<file path="config.mk">
export PLATFORM = sky130hd
export DESIGN_NAME = uart_frame_serializer_flat
export DESIGN_NICKNAME = d
export VERILOG_FILES = /design/src/hdl/ufs_pkg.sv /design/src/hdl/ufs_channels.sv /design/src/hdl/ufs_csr_regs.sv /design/src/hdl/ufs_seq.sv /design/src/hdl/uart_frame_serializer.sv /design/src/flat_wrapper.sv
export SDC_FILE = /design/constraint.sdc
export NUM_CORES = 1
export LEC_CHECK = 0
export ABC_AREA = 1
export BUFFER_PORTS_ARGS = -buffer_cell sky130_fd_sc_hd__buf_2
export CAP_MARGIN = 5
export CORE_MARGIN = 1.5
export CORE_UTILIZATION = 40
export CTS_BUF_LIST = sky130_fd_sc_hd__clkbuf_4
export CTS_CLUSTER_DIAMETER = 60
export DETAILED_ROUTE_END_ITERATION = 16
export HOLD_SLACK_MARGIN = 0.15
export PLACE_DENSITY = 0.63
export SYNTH_ARGS = -nofsm -noshare
export SYNTH_HDL_FRONTEND = slang
export SYNTH_SLANG_ARGS = --single-unit
</file>
<file path="constraint.sdc">
create_clock -name clock -period 3.2 [get_ports clock]
set_input_delay 0.64 -clock clock [delete_from_list [all_inputs] [get_ports clock]]
set_output_delay 0.64 -clock clock [all_outputs]
set_load 0.03 [all_outputs]
</file>
<file path="src/hdl/ufs_pkg.sv">
// Shared types and constants for the UART frame serializer.
`default_nettype none

package ufs_pkg;

   // Payload widths
   localparam int WORD_W        = 16;
   localparam int HALVES_W      = 3;
   localparam int CSR_INDEX_W   = 8;
   localparam int CSR_DATA_W    = 8;
   localparam int NBITS_W       = 5;
   localparam int PARITY_W      = 2;
   localparam int MP_W          = 2;
   // Holds a segment count up to 31 data bits plus the multiprocessor bit
   localparam int CNT_W         = 6;

   // Register indexes
   localparam logic [CSR_INDEX_W-1:0] REG_DATA_BITS      = 8'd0;
   localparam logic [CSR_INDEX_W-1:0] REG_LSB_FIRST      = 8'd1;
   localparam logic [CSR_INDEX_W-1:0] REG_PARITY_MODE    = 8'd2;
   localparam logic [CSR_INDEX_W-1:0] REG_STOP_HALF_BITS = 8'd3;
   localparam logic [CSR_INDEX_W-1:0] REG_INVERT         = 8'd4;
   localparam logic [CSR_INDEX_W-1:0] REG_MP_MODE        = 8'd5;

   // Parity modes
   localparam logic [PARITY_W-1:0] PAR_NONE = 2'd0;
   localparam logic [PARITY_W-1:0] PAR_EVEN = 2'd1;
   localparam logic [PARITY_W-1:0] PAR_ODD  = 2'd2;

   // Multiprocessor modes
   localparam logic [MP_W-1:0] MP_NORMAL    = 2'd0;
   localparam logic [MP_W-1:0] MP_ADDR_ONE  = 2'd1;
   localparam logic [MP_W-1:0] MP_ADDR_ZERO = 2'd2;

   // Segment durations in half-bit periods
   localparam logic [HALVES_W-1:0] HALVES_BIT = 3'd2;
   localparam logic [HALVES_W-1:0] STOP_MIN   = 3'd2;
   localparam logic [HALVES_W-1:0] STOP_MAX   = 3'd4;

   // Effective frame settings, already clamped to legal values
   typedef struct packed {
      logic [NBITS_W-1:0]  nbits;
      logic                lsb_first;
      logic [PARITY_W-1:0] parity_mode;
      logic [HALVES_W-1:0] stop_halves;
      logic                invert;
      logic [MP_W-1:0]     mp_mode;
   } cfg_type;

   // Sequencer phases
   typedef enum logic [2:0] {
      PH_IDLE,
      PH_START,
      PH_DATA,
      PH_PARITY,
      PH_STOP
   } phase_type;

endpackage

`default_nettype wire

</file>
<file path="src/hdl/ufs_channels.sv">
// Handshake channel interfaces for the UART frame serializer.
`default_nettype none

interface ufs_req_if;
   logic                       valid;
   logic                       ready;
   logic [ufs_pkg::WORD_W-1:0] word;
   logic                       is_address;

   modport source (output valid, word, is_address, input ready);
   modport sink   (input valid, word, is_address, output ready);
endinterface

interface ufs_rsp_if;
   logic                         valid;
   logic                         ready;
   logic                         line_level;
   logic [ufs_pkg::HALVES_W-1:0] half_periods;
   logic                         last;

   modport source (output valid, line_level, half_periods, last, input ready);
   modport sink   (input valid, line_level, half_periods, last, output ready);
endinterface

interface ufs_csr_if;
   logic                            valid;
   logic                            ready;
   logic [ufs_pkg::CSR_INDEX_W-1:0] index;
   logic [ufs_pkg::CSR_DATA_W-1:0]  data;

   modport source (output valid, index, data, input ready);
   modport sink   (input valid, index, data, output ready);
endinterface

`default_nettype wire

</file>
<file path="src/hdl/ufs_csr_regs.sv">
// Configuration registers of the UART frame serializer, clamped on write.
`default_nettype none

module ufs_csr_regs #(
   parameter int MAX_DATA_BITS = 16
) (
   input  wire logic         clock,
   input  wire logic         reset,
   ufs_csr_if.sink           csr,
   output ufs_pkg::cfg_type  cfg
);

   localparam int NBITS_RST = (MAX_DATA_BITS < 8) ? MAX_DATA_BITS : 8;

   localparam ufs_pkg::cfg_type CFG_RESET = '{
      nbits:       ufs_pkg::NBITS_W'(NBITS_RST),
      lsb_first:   1'b1,
      parity_mode: ufs_pkg::PAR_NONE,
      stop_halves: ufs_pkg::STOP_MIN,
      invert:      1'b0,
      mp_mode:     ufs_pkg::MP_NORMAL
   };

   ufs_pkg::cfg_type                cfg_ff;
   ufs_pkg::cfg_type                cfg_in;
   logic [ufs_pkg::NBITS_W-1:0]     nbits_wr;
   logic [ufs_pkg::PARITY_W-1:0]    parity_wr;
   logic [ufs_pkg::HALVES_W-1:0]    stop_wr;
   logic [ufs_pkg::MP_W-1:0]        mp_wr;

   // Writes are taken at any time
   assign csr.ready = 1'b1;
   assign cfg       = cfg_ff;

   // Clamp write data to the range the frame builder supports
   always_comb begin
      nbits_wr = csr.data[ufs_pkg::NBITS_W-1:0];
      if (nbits_wr == '0) begin
         nbits_wr = ufs_pkg::NBITS_W'(1);
      end else if (int'(nbits_wr) > MAX_DATA_BITS) begin
         nbits_wr = ufs_pkg::NBITS_W'(MAX_DATA_BITS);
      end

      parity_wr = csr.data[ufs_pkg::PARITY_W-1:0];
      if (parity_wr != ufs_pkg::PAR_EVEN && parity_wr != ufs_pkg::PAR_ODD) begin
         parity_wr = ufs_pkg::PAR_NONE;
      end

      stop_wr = csr.data[ufs_pkg::HALVES_W-1:0];
      if (stop_wr < ufs_pkg::STOP_MIN) begin
         stop_wr = ufs_pkg::STOP_MIN;
      end else if (stop_wr > ufs_pkg::STOP_MAX) begin
         stop_wr = ufs_pkg::STOP_MAX;
      end

      mp_wr = csr.data[ufs_pkg::MP_W-1:0];
      if (mp_wr != ufs_pkg::MP_ADDR_ONE && mp_wr != ufs_pkg::MP_ADDR_ZERO) begin
         mp_wr = ufs_pkg::MP_NORMAL;
      end
   end

   // Decode the register index; unknown indexes drop the write
   always_comb begin
      cfg_in = cfg_ff;
      if (csr.valid && csr.ready) begin
         case (csr.index)
            ufs_pkg::REG_DATA_BITS:      cfg_in.nbits       = nbits_wr;
            ufs_pkg::REG_LSB_FIRST:      cfg_in.lsb_first   = csr.data[0];
            ufs_pkg::REG_PARITY_MODE:    cfg_in.parity_mode = parity_wr;
            ufs_pkg::REG_STOP_HALF_BITS: cfg_in.stop_halves = stop_wr;
            ufs_pkg::REG_INVERT:         cfg_in.invert      = csr.data[0];
            ufs_pkg::REG_MP_MODE:        cfg_in.mp_mode     = mp_wr;
            default:                     cfg_in             = cfg_ff;
         endcase
      end
   end

   always_ff @(posedge clock) begin
      if (reset) begin
         cfg_ff <= CFG_RESET;
      end else begin
         cfg_ff <= cfg_in;
      end
   end

endmodule

`default_nettype wire

</file>
<file path="src/hdl/ufs_seq.sv">
// Frame sequencer: bit register with a stepping index and the segment output register.
`default_nettype none

module ufs_seq #(
   parameter int MAX_DATA_BITS = 16
) (
   input  wire logic             clock,
   input  wire logic             reset,
   input  wire ufs_pkg::cfg_type cfg,
   ufs_req_if.sink               req,
   ufs_rsp_if.source             rsp
);

   localparam int FW = MAX_DATA_BITS + 1;
   localparam int IW = $clog2(FW);
   localparam int WW = FW + ufs_pkg::WORD_W;

   ufs_pkg::phase_type            phase_ff, phase_in;
   logic [FW-1:0]                 frame_ff, frame_in;
   logic [IW-1:0]                 pos_ff, pos_in;
   logic [ufs_pkg::CNT_W-1:0]     rem_ff, rem_in;
   logic                          ones_ff, ones_in;
   logic                          rsp_valid_ff, rsp_valid_in;
   logic                          line_level_ff, line_level_in;
   logic [ufs_pkg::HALVES_W-1:0]  half_periods_ff, half_periods_in;
   logic                          last_ff, last_in;

   logic                          take;
   logic                          advance;
   logic                          has_mp;
   logic                          mp_bit;
   logic                          cur_bit;
   logic [ufs_pkg::CNT_W-1:0]     total;
   logic [WW-1:0]                 word_wide;
   logic [FW-1:0]                 frame_load;

   assign req.ready        = (phase_ff == ufs_pkg::PH_IDLE);
   assign take             = req.valid && req.ready;
   assign advance          = !rsp_valid_ff || rsp.ready;

   assign rsp.valid        = rsp_valid_ff;
   assign rsp.line_level   = line_level_ff;
   assign rsp.half_periods = half_periods_ff;
   assign rsp.last         = last_ff;

   // Build the frame bits: masked data word with the multiprocessor bit on top
   assign has_mp    = (cfg.mp_mode != ufs_pkg::MP_NORMAL);
   assign mp_bit    = (cfg.mp_mode == ufs_pkg::MP_ADDR_ONE) ? req.is_address
                                                            : !req.is_address;
   assign total     = ufs_pkg::CNT_W'(cfg.nbits) + ufs_pkg::CNT_W'(has_mp);
   assign word_wide = {{FW{1'b0}}, req.word};
   assign cur_bit   = frame_ff[pos_ff];

   always_comb begin
      for (int j = 0; j < FW; j++) begin
         if (j < int'(cfg.nbits)) begin
            frame_load[j] = word_wide[j];
         end else if (j == int'(cfg.nbits) && has_mp) begin
            frame_load[j] = mp_bit;
         end else begin
            frame_load[j] = 1'b0;
         end
      end
   end

   // Step through the frame one segment per output transfer
   always_comb begin
      phase_in        = phase_ff;
      frame_in        = frame_ff;
      pos_in          = pos_ff;
      rem_in          = rem_ff;
      ones_in         = ones_ff;
      rsp_valid_in    = rsp_valid_ff && !rsp.ready;
      line_level_in   = line_level_ff;
      half_periods_in = half_periods_ff;
      last_in         = last_ff;

      case (phase_ff)
         ufs_pkg::PH_IDLE: begin
            if (take) begin
               frame_in = frame_load;
               pos_in   = cfg.lsb_first ? '0 : IW'(total - ufs_pkg::CNT_W'(1));
               rem_in   = total;
               ones_in  = 1'b0;
               phase_in = ufs_pkg::PH_START;
            end
         end
         ufs_pkg::PH_START: begin
            if (advance) begin
               rsp_valid_in    = 1'b1;
               line_level_in   = cfg.invert;
               half_periods_in = ufs_pkg::HALVES_BIT;
               last_in         = 1'b0;
               phase_in        = ufs_pkg::PH_DATA;
            end
         end
         ufs_pkg::PH_DATA: begin
            if (advance) begin
               rsp_valid_in    = 1'b1;
               line_level_in   = cur_bit ^ cfg.invert;
               half_periods_in = ufs_pkg::HALVES_BIT;
               last_in         = 1'b0;
               ones_in         = ones_ff ^ cur_bit;
               pos_in          = cfg.lsb_first ? pos_ff + IW'(1) : pos_ff - IW'(1);
               rem_in          = rem_ff - ufs_pkg::CNT_W'(1);
               if (rem_ff == ufs_pkg::CNT_W'(1)) begin
                  phase_in = (cfg.parity_mode != ufs_pkg::PAR_NONE) ? ufs_pkg::PH_PARITY
                                                                    : ufs_pkg::PH_STOP;
               end
            end
         end
         ufs_pkg::PH_PARITY: begin
            if (advance) begin
               rsp_valid_in    = 1'b1;
               line_level_in   = ones_ff ^ (cfg.parity_mode == ufs_pkg::PAR_ODD) ^ cfg.invert;
               half_periods_in = ufs_pkg::HALVES_BIT;
               last_in         = 1'b0;
               phase_in        = ufs_pkg::PH_STOP;
            end
         end
         ufs_pkg::PH_STOP: begin
            if (advance) begin
               rsp_valid_in    = 1'b1;
               line_level_in   = !cfg.invert;
               half_periods_in = cfg.stop_halves;
               last_in         = 1'b1;
               phase_in        = ufs_pkg::PH_IDLE;
            end
         end
         default: begin
            phase_in = ufs_pkg::PH_IDLE;
         end
      endcase
   end

   // Control state
   always_ff @(posedge clock) begin
      if (reset) begin
         phase_ff     <= ufs_pkg::PH_IDLE;
         rsp_valid_ff <= 1'b0;
      end else begin
         phase_ff     <= phase_in;
         rsp_valid_ff <= rsp_valid_in;
      end
   end

   // Payload and working registers
   always_ff @(posedge clock) begin
      frame_ff        <= frame_in;
      pos_ff          <= pos_in;
      rem_ff          <= rem_in;
      ones_ff         <= ones_in;
      line_level_ff   <= line_level_in;
      half_periods_ff <= half_periods_in;
      last_ff         <= last_in;
   end

endmodule

`default_nettype wire

</file>
<file path="src/hdl/uart_frame_serializer.sv">
// UART frame serializer top level: turns data words into line segments.
//
// Usage:
//   req_ch  - one transfer per frame: word and is_address.
//   rsp_ch  - one transfer per line segment: line_level, half_periods, last.
//             A frame is start, data bits, optional multiprocessor bit,
//             optional parity bit, then a stop segment flagged by last.
//   csr_ch  - register writes (index, data); always ready. Write only while
//             no frame is in flight.
// Timing: a taken request loads the frame register and enters the start phase,
//   from which the start segment is loaded into the output register; after
//   that one segment per clock while rsp_ch is ready. A frame has N segments
//   (3 to MAX_DATA_BITS + 4). The sequencer steps one bit index per data
//   segment and takes the next request once the stop segment is in the
//   output register.
// Reset: synchronous; clears the sequencer and the output valid and loads
//   8 data bits, LSB first, no parity, one stop bit, no inversion, normal mode.
// Stall: when rsp_ch is not ready the output register holds its segment and
//   the sequencer waits; req_ch stays not ready until the frame is finished.
`default_nettype none

module uart_frame_serializer #(
   parameter int MAX_DATA_BITS = 16
) (
   input wire logic clock,
   input wire logic reset,
   ufs_req_if.sink  req_ch,
   ufs_rsp_if.source rsp_ch,
   ufs_csr_if.sink  csr_ch
);

   ufs_pkg::cfg_type cfg;

   // Hold the frame settings
   ufs_csr_regs #(
      .MAX_DATA_BITS (MAX_DATA_BITS)
   ) u_csr_regs (
      .clock (clock),
      .reset (reset),
      .csr   (csr_ch),
      .cfg   (cfg)
   );

   // Sequence each frame into segments
   ufs_seq #(
      .MAX_DATA_BITS (MAX_DATA_BITS)
   ) u_seq (
      .clock (clock),
      .reset (reset),
      .cfg   (cfg),
      .req   (req_ch),
      .rsp   (rsp_ch)
   );

endmodule

`default_nettype wire
</file>
<file path="src/flat_wrapper.sv">
// flat-port wrapper written by rule: the top's interface ports become plain ports
module uart_frame_serializer_flat 
#(
   parameter int MAX_DATA_BITS = 16
)
  (clock, reset, req_ch_valid, req_ch_word, req_ch_is_address, req_ch_ready, rsp_ch_valid, rsp_ch_line_level, rsp_ch_half_periods, rsp_ch_last, rsp_ch_ready, csr_ch_valid, csr_ch_index, csr_ch_data, csr_ch_ready);
  ufs_req_if req_ch_i ();
  ufs_rsp_if rsp_ch_i ();
  ufs_csr_if csr_ch_i ();
  input wire logic clock;
  input wire logic reset;
  input wire logic [$bits(req_ch_i.valid)-1:0] req_ch_valid;
  input wire logic [$bits(req_ch_i.word)-1:0] req_ch_word;
  input wire logic [$bits(req_ch_i.is_address)-1:0] req_ch_is_address;
  output wire logic [$bits(req_ch_i.ready)-1:0] req_ch_ready;
  output wire logic [$bits(rsp_ch_i.valid)-1:0] rsp_ch_valid;
  output wire logic [$bits(rsp_ch_i.line_level)-1:0] rsp_ch_line_level;
  output wire logic [$bits(rsp_ch_i.half_periods)-1:0] rsp_ch_half_periods;
  output wire logic [$bits(rsp_ch_i.last)-1:0] rsp_ch_last;
  input wire logic [$bits(rsp_ch_i.ready)-1:0] rsp_ch_ready;
  input wire logic [$bits(csr_ch_i.valid)-1:0] csr_ch_valid;
  input wire logic [$bits(csr_ch_i.index)-1:0] csr_ch_index;
  input wire logic [$bits(csr_ch_i.data)-1:0] csr_ch_data;
  output wire logic [$bits(csr_ch_i.ready)-1:0] csr_ch_ready;
  assign req_ch_i.valid = req_ch_valid;
  assign req_ch_i.word = req_ch_word;
  assign req_ch_i.is_address = req_ch_is_address;
  assign req_ch_ready = req_ch_i.ready;
  assign rsp_ch_valid = rsp_ch_i.valid;
  assign rsp_ch_line_level = rsp_ch_i.line_level;
  assign rsp_ch_half_periods = rsp_ch_i.half_periods;
  assign rsp_ch_last = rsp_ch_i.last;
  assign rsp_ch_i.ready = rsp_ch_ready;
  assign csr_ch_i.valid = csr_ch_valid;
  assign csr_ch_i.index = csr_ch_index;
  assign csr_ch_i.data = csr_ch_data;
  assign csr_ch_ready = csr_ch_i.ready;
  uart_frame_serializer #(.MAX_DATA_BITS(MAX_DATA_BITS)) u_core (.clock(clock), .reset(reset), .req_ch(req_ch_i), .rsp_ch(rsp_ch_i), .csr_ch(csr_ch_i));
endmodule
</file>
==> run_results.csv, run 1 <==
group,metric,value,unit
run_status,status,"complete, no violations",
synth,async_flop_share,0,%
synth,synth_seq_area_share,44.4,%
global_routing,grt_pass1_wl,11700,um
cts,cts_max_path_buffers,2,
run,drv_cap,0,
worst_setup_path,worstPathRequired,3.32,ns
placed_design,port_buffers,41,
cts,cts.sinks,52,
synth,ys_warn_count,0,
cts,numCtsBuffers,5,
routing,first_pass_iters,4,
worst_setup_path,arrival,2.17,ns
cts,clkTransAtPathRegs,0.14,ns
power_and_ir_drop,leakage,0.00155,uW
timing,hold_viol_final,0,
cts,cts_root_buf,"clkbuf_4",
synth,synthCells,392,
cts,holdBufCountCts,0,
routing,finalWirelength,6820,um
synth,avgSynthCellArea,7.93,um^2
die,start_util,42.2,%
cells_and_area,drive_gt1_share,15.8,%
synth,synthTopCellsByArea,"edfxtp_1 33%, dfxtp_1 12%, nand2_1 10%, inv_1 8.1%, o21ai_0 5.0%",
synth,synth_top_flop_cell,"edfxtp_1",
synth,synth_nets,439,
routing,antenna_left,0,
timing,setup_tns,0,ns
cells_and_area,fillers,766,
timing,setup_viol,0,
routing,wl_per_cell,12.7,um
worst_hold_path,hp-class,"reg2reg",
power_and_ir_drop,cellPowerDensity,638,mW/mm^2
timing,drv_slew,0,
synth,synth_seq_cells,52,
global_routing,antenna_found_initial,0,
cells_and_area,syn2layout_area_growth,12.1,%
routing,dr_total_vias,2654,
die,rows,31,
cts,h-tree-depth,2,
synth,yosysTopAreaCell,"edfxtp_1",
cts,cts_setup_buffers,0,
die,die_w,91.2,um
timing,clock.fmax,490,MHz
placed_design,gp_congestion,0.882,
global_routing,grt_util_all_layers,17.4,%
timing,rsz0062_at_grt,"no",
routing,routed_via_density,4.96,
die,design.die.area,0.00831,mm^2
cells_and_area,fin_nets,482,
global_routing,first_global_vias,2502,
die,fp.dieH,91.2,um
worst_setup_path,cp_max_fo,5,
timing,min_period_over_period,63.8,%
timing,finalCriticalPeriod,2.04,ns
routing,drc,0,
worst_setup_path,setup.worst_path.start_class,"register",
worst_setup_path,cp-end-kind,"register",
placed_design,hpwlAfterDp,5430,um
die,core_area,0.00737,mm^2
cts,cts_tree,"built",
synth,synth-edff-count,34,
synth,yosys.cell_types.count,37,
synth,netlist_area,0.00311,mm^2
worst_setup_path,critical_path_class,"reg2reg",
timing,whs,0.474,ns
synth,synth.top_cell.area_share,32.8,%
global_routing,grt_max_degree,18,
cts,cts_resized,0,
cells_and_area,final_cell_area,0.00348,mm^2
cells_and_area,n_antenna_cell,0,
global_routing,grt.overflow.total,0,
routing,first_iter_violations,190,
timing,fin_worst_skew,0.00324,ns
die,ios,46,
placed_design,placed_area,0.00340,mm^2
power_and_ir_drop,irDropWorstVdd,0.412,mV
cts,insertion_delay,0.35,ns
cell type report:
type                    count  area (um^2)  share of cell area (%)
repair buffers             43          220                    6.32
flip-flops and latches     52         1380                    39.6
clock inverters             2         35.0                    1.01
inverters                  74          278                    7.97
clock buffers               6         45.0                    1.29
multi-input cells         259         1400                    40.2
well taps                  99          124                    3.55
metal layers:
metal | wire length (um) | track usage (%)
met2 | 3300 | 29.6
met5 | 0 | 0
met1 | 3220 | 23.3
met3 | 271 | 2.68
met4 | 25 | 3.52
worst paths after layout:
| kind | start | slack, ns | cells past startpoint | to |
|---|---|---|---|---|
| worst min-delay path | u_core.u_csr_regs.cfg[5] | 0.47 | 2 | u_core.u_csr_regs.cfg[5] |
| worst max register to register | u_core.u_csr_regs.cfg[1] | 1.16 | 8 | u_core.u_seq.pos_ff[4] |
| worst min register to register | u_core.u_csr_regs.cfg[5] | 0.47 | 2 | u_core.u_csr_regs.cfg[5] |
| worst max-delay path | u_core.u_csr_regs.cfg[1] | 1.16 | 8 | u_core.u_seq.pos_ff[4] |
power breakdown:
part,switching [uW],total (uW),internal [uW]
combinational,523,788,264
clock,197,370,173
sequential,124,1070,943
total,845,2220,1380
synthesized netlist by cell type, types with 5 or more instances:
cell,n
xnor2_1,5
inv_2,7
o21ai_0,31
o22ai_1,5
edfxtp_1,34
o31ai_1,6
nand3_1,24
nor2_1,37
inv_1,67
dfxtp_1,18
a21oi_1,18
ha_1,8
nand2_1,83
xor2_1,7
per-stage QoR:
stage               total power [uW]  util [%]  setup WS, ns  cells
floorplan                       1660         -         0.946    392
global placement                1860      46.2          1.16    527
detailed placement              1880      46.2          1.14    527
CTS                             2250      47.3          1.12    535
global route                    2410      47.3         0.931    535
finish                          2220      47.3          1.16    535
cells in the final DEF (no fill, tap or decap), drive strengths merged, types with 6 or more instances in the layout:
cell type  Yosys  layout
edfxtp        34      34
a21oi         18      18
nand3         25      25
nand2         83      83
xor2           7       7
clkbuf         0       6
o21ai         34      34
o31ai          6       6
buf            7      43
nor2          41      41
inv           74      74
dfxtp         18      18
ha             8       8
worst max-delay path, cell delays in order (launching register included):
cell	delay, ns
dfxtp_1	0.34
nor2_1	0.23
inv_1	0.17
ha_1	0.26
xnor2_1	0.27
ha_1	0.23
nand3_1	0.09
xor2_1	0.15
o21ai_1	0.07
sequential cells by signal (all words and copies together) (netlist names):
name and count:
u_core.u_seq.frame_ff 17, u_core.u_csr_regs.cfg 14, u_core.u_seq.rem_ff 6, u_core.u_seq.pos_ff 5, u_core.u_seq.phase_ff 3, u_core.u_seq.rsp.half_periods 3
u_core.u_seq.ones_ff 1, u_core.u_seq.rsp.last 1, u_core.u_seq.rsp.line_level 1, u_core.u_seq.rsp.valid 1
logic make-up after synthesis:
group | Yosys count | synth area share [%]
AND/OR/NAND/NOR | 160 | 22.7
buffers and inverters | 81 | 10.5
AO/OA/AOI/OAI | 76 | 14.7
flip-flops | 52 | 44.4
XOR/XNOR | 12 | 3.38
adder cells (fa/ha/maj) | 9 | 3.86
other | 1 | 0.121
multiplexers | 1 | 0.322
No activity file was read; power rests on OpenSTA's default activity.
==> run 2, diff against run 1 <==
==> constraint.sdc (replaced) <==
create_clock -name clock -period 2.1 [get_ports clock]
set_input_delay 0.42 -clock clock [delete_from_list [all_inputs] [get_ports clock]]
set_output_delay 0.42 -clock clock [all_outputs]
set_load 0.03 [all_outputs]
==> run_results.csv, run 2 (same netlist as run 1, synthesis figures left out) <==
group,metric,value,unit
placed_design,port_buffers,41,
timing,min_period_over_period,89.6,%
cells_and_area,n_antenna_cell,0,
worst_setup_path,cp_cell_sequence,"nor2_1 > inv_1 > ha_1 > xnor2_1 > ha_1 > nand3_1 > xor2_1 > o21ai_1",
cells_and_area,drive_gt1_share,17.4,%
power_and_ir_drop,irDropWorstVdd,0.518,mV
routing,drc,0,
routing,routed_via_density,4.91,
power_and_ir_drop,cellPowerDensity,948,mW/mm^2
die,ios,46,
worst_setup_path,critPathTopFamily,"adder cells",
cells_and_area,final_cell_area,0.00352,mm^2
worst_setup_path,rrSetupSlack,0.22,ns
die,fp.dieH,91.2,um
cts,holdBufCountCts,0,
worst_setup_path,critical_path_class,"reg2reg",
worst_setup_path,arrival,2.02,ns
die,start_util,42.2,%
cells_and_area,largest_reg_flops,17,
cells_and_area,fin_nets,488,
cells_and_area,final_common_cell,"nand2_1",
timing,setup_viol,0,
run,drv_cap,0,
worst_hold_path,hp-class,"in2reg",
routing,finalWirelength,6810,um
global_routing,first_global_vias,2582,
cts,numCtsBuffers,5,
worst_setup_path,setup.worst_path.start_class,"register",
cts,cts_setup_buffers,0,
cts,cts_root_buf,"clkbuf_4",
die,core_area,0.00737,mm^2
worst_setup_path,cpMostUsedCell,"ha_1",
cts,insertion_delay,0.37,ns
global_routing,grt.overflow.total,0,
cts,cts_max_path_buffers,2,
run_status,status,"complete, no violations",
power_and_ir_drop,leakage,0.00157,uW
routing,antenna_left,0,
cells_and_area,syn2layout_area_growth,13.2,%
timing,fin_worst_skew,0.0121,ns
routing,first_iter_violations,198,
worst_setup_path,slowest_stage,"dfxtp_1",
routing,wl_per_cell,12.6,um
worst_setup_path,cp-end-kind,"register",
timing,drv_slew,0,
cts,h-tree-depth,2,
timing,hold_viol_final,0,
timing,setup_tns,0,ns
timing,finalCriticalPeriod,1.88,ns
worst_setup_path,critPathBufInv,1,
cts,clkTransAtPathRegs,0.15,ns
cells_and_area,layout_common_cells,"83 x nand2_1, 67 x inv_1, 41 x buf_2",
global_routing,grt_util_all_layers,17.3,%
cts,cts.sinks,52,
die,design.die.area,0.00831,mm^2
cells_and_area,top_register,"u_core.u_seq.frame_ff",
worst_setup_path,critical_path.max_stage_delay,0.35,ns
timing,clock.fmax,532,MHz
routing,dr_total_vias,2655,
global_routing,antenna_found_initial,0,
worst_setup_path,worstPathRequired,2.24,ns
placed_design,gp_congestion,0.912,
cells_and_area,fillers,783,
global_routing,grt_pass1_wl,11600,um
cts,cts_resized,0,
die,die_w,91.2,um
die,rows,31,
global_routing,grt_max_degree,18,
cts,cts_tree,"built",
placed_design,placed_area,0.00346,mm^2
placed_design,hpwlAfterDp,5470,um
timing,rsz0062_at_grt,"no",
routing,first_pass_iters,5,
worst_setup_path,cp_max_fo,5,
==> run 2: final cells by class <==
type	count	area, um^2	share of cell area [%]
Sequential cell	52	1380	39.2
Clock buffer	6	45.0	1.28
Multi-Input combinational cell	259	1410	40.1
Inverter	74	278	7.89
Tap cell	99	124	3.52
Clock inverter	2	16.3	0.462
Timing Repair Buffer	49	265	7.54
==> run 2: per-layer routing <==
metal / vias up / global-route usage (%) / routed length [um]
li1: 1381 / - / -
met1: 1218 / 22.7 / 3270
met2: 52 / 29.7 / 3250
met3: 4 / 2.26 / 248
met4: 0 / 4.69 / 46
met5: - / 0 / 0
==> run 2: power breakdown <==
part           leakage (uW)  switching [uW]  internal (uW)
Clock             0.0000319             318            147
Combinational       0.00107             841            427
Sequential         0.000470             165           1440
Total               0.00157            1320           2010
==> run 2: worst register-to-register path: stages (launching register included) <==
cell and delay [ns]:
dfxtp_1 0.35, nor2_1 0.13, inv_1 0.12, ha_1 0.25
xnor2_1 0.25, ha_1 0.23, nand3_1 0.10, xor2_1 0.15
o21ai_1 0.07
==> run 2: worst paths after layout <==
path / start / end / depth (start not counted)
hold / removal: reset / u_core.u_csr_regs.cfg[3] / 2
setup / recovery: u_core.u_csr_regs.cfg[1] / u_core.u_seq.pos_ff[4] / 8
setup reg to reg: u_core.u_csr_regs.cfg[1] / u_core.u_seq.pos_ff[4] / 8
hold reg to reg: u_core.u_csr_regs.cfg[5] / u_core.u_csr_regs.cfg[5] / 2
==> run 2: stage by stage <==
stage	utilization (%)	worst slack (ns)	hold slack, ns	power [uW]	std cells
global placement	46.9	0.245	0.447	2870	533
global route	47.8	0.0407	0.253	3620	541
floorplan	-	0.0819	0.421	2550	392
detailed placement	46.9	0.228	0.464	2910	533
CTS	47.8	0.215	0.258	3370	541
finish	47.8	0.219	0.280	3340	541
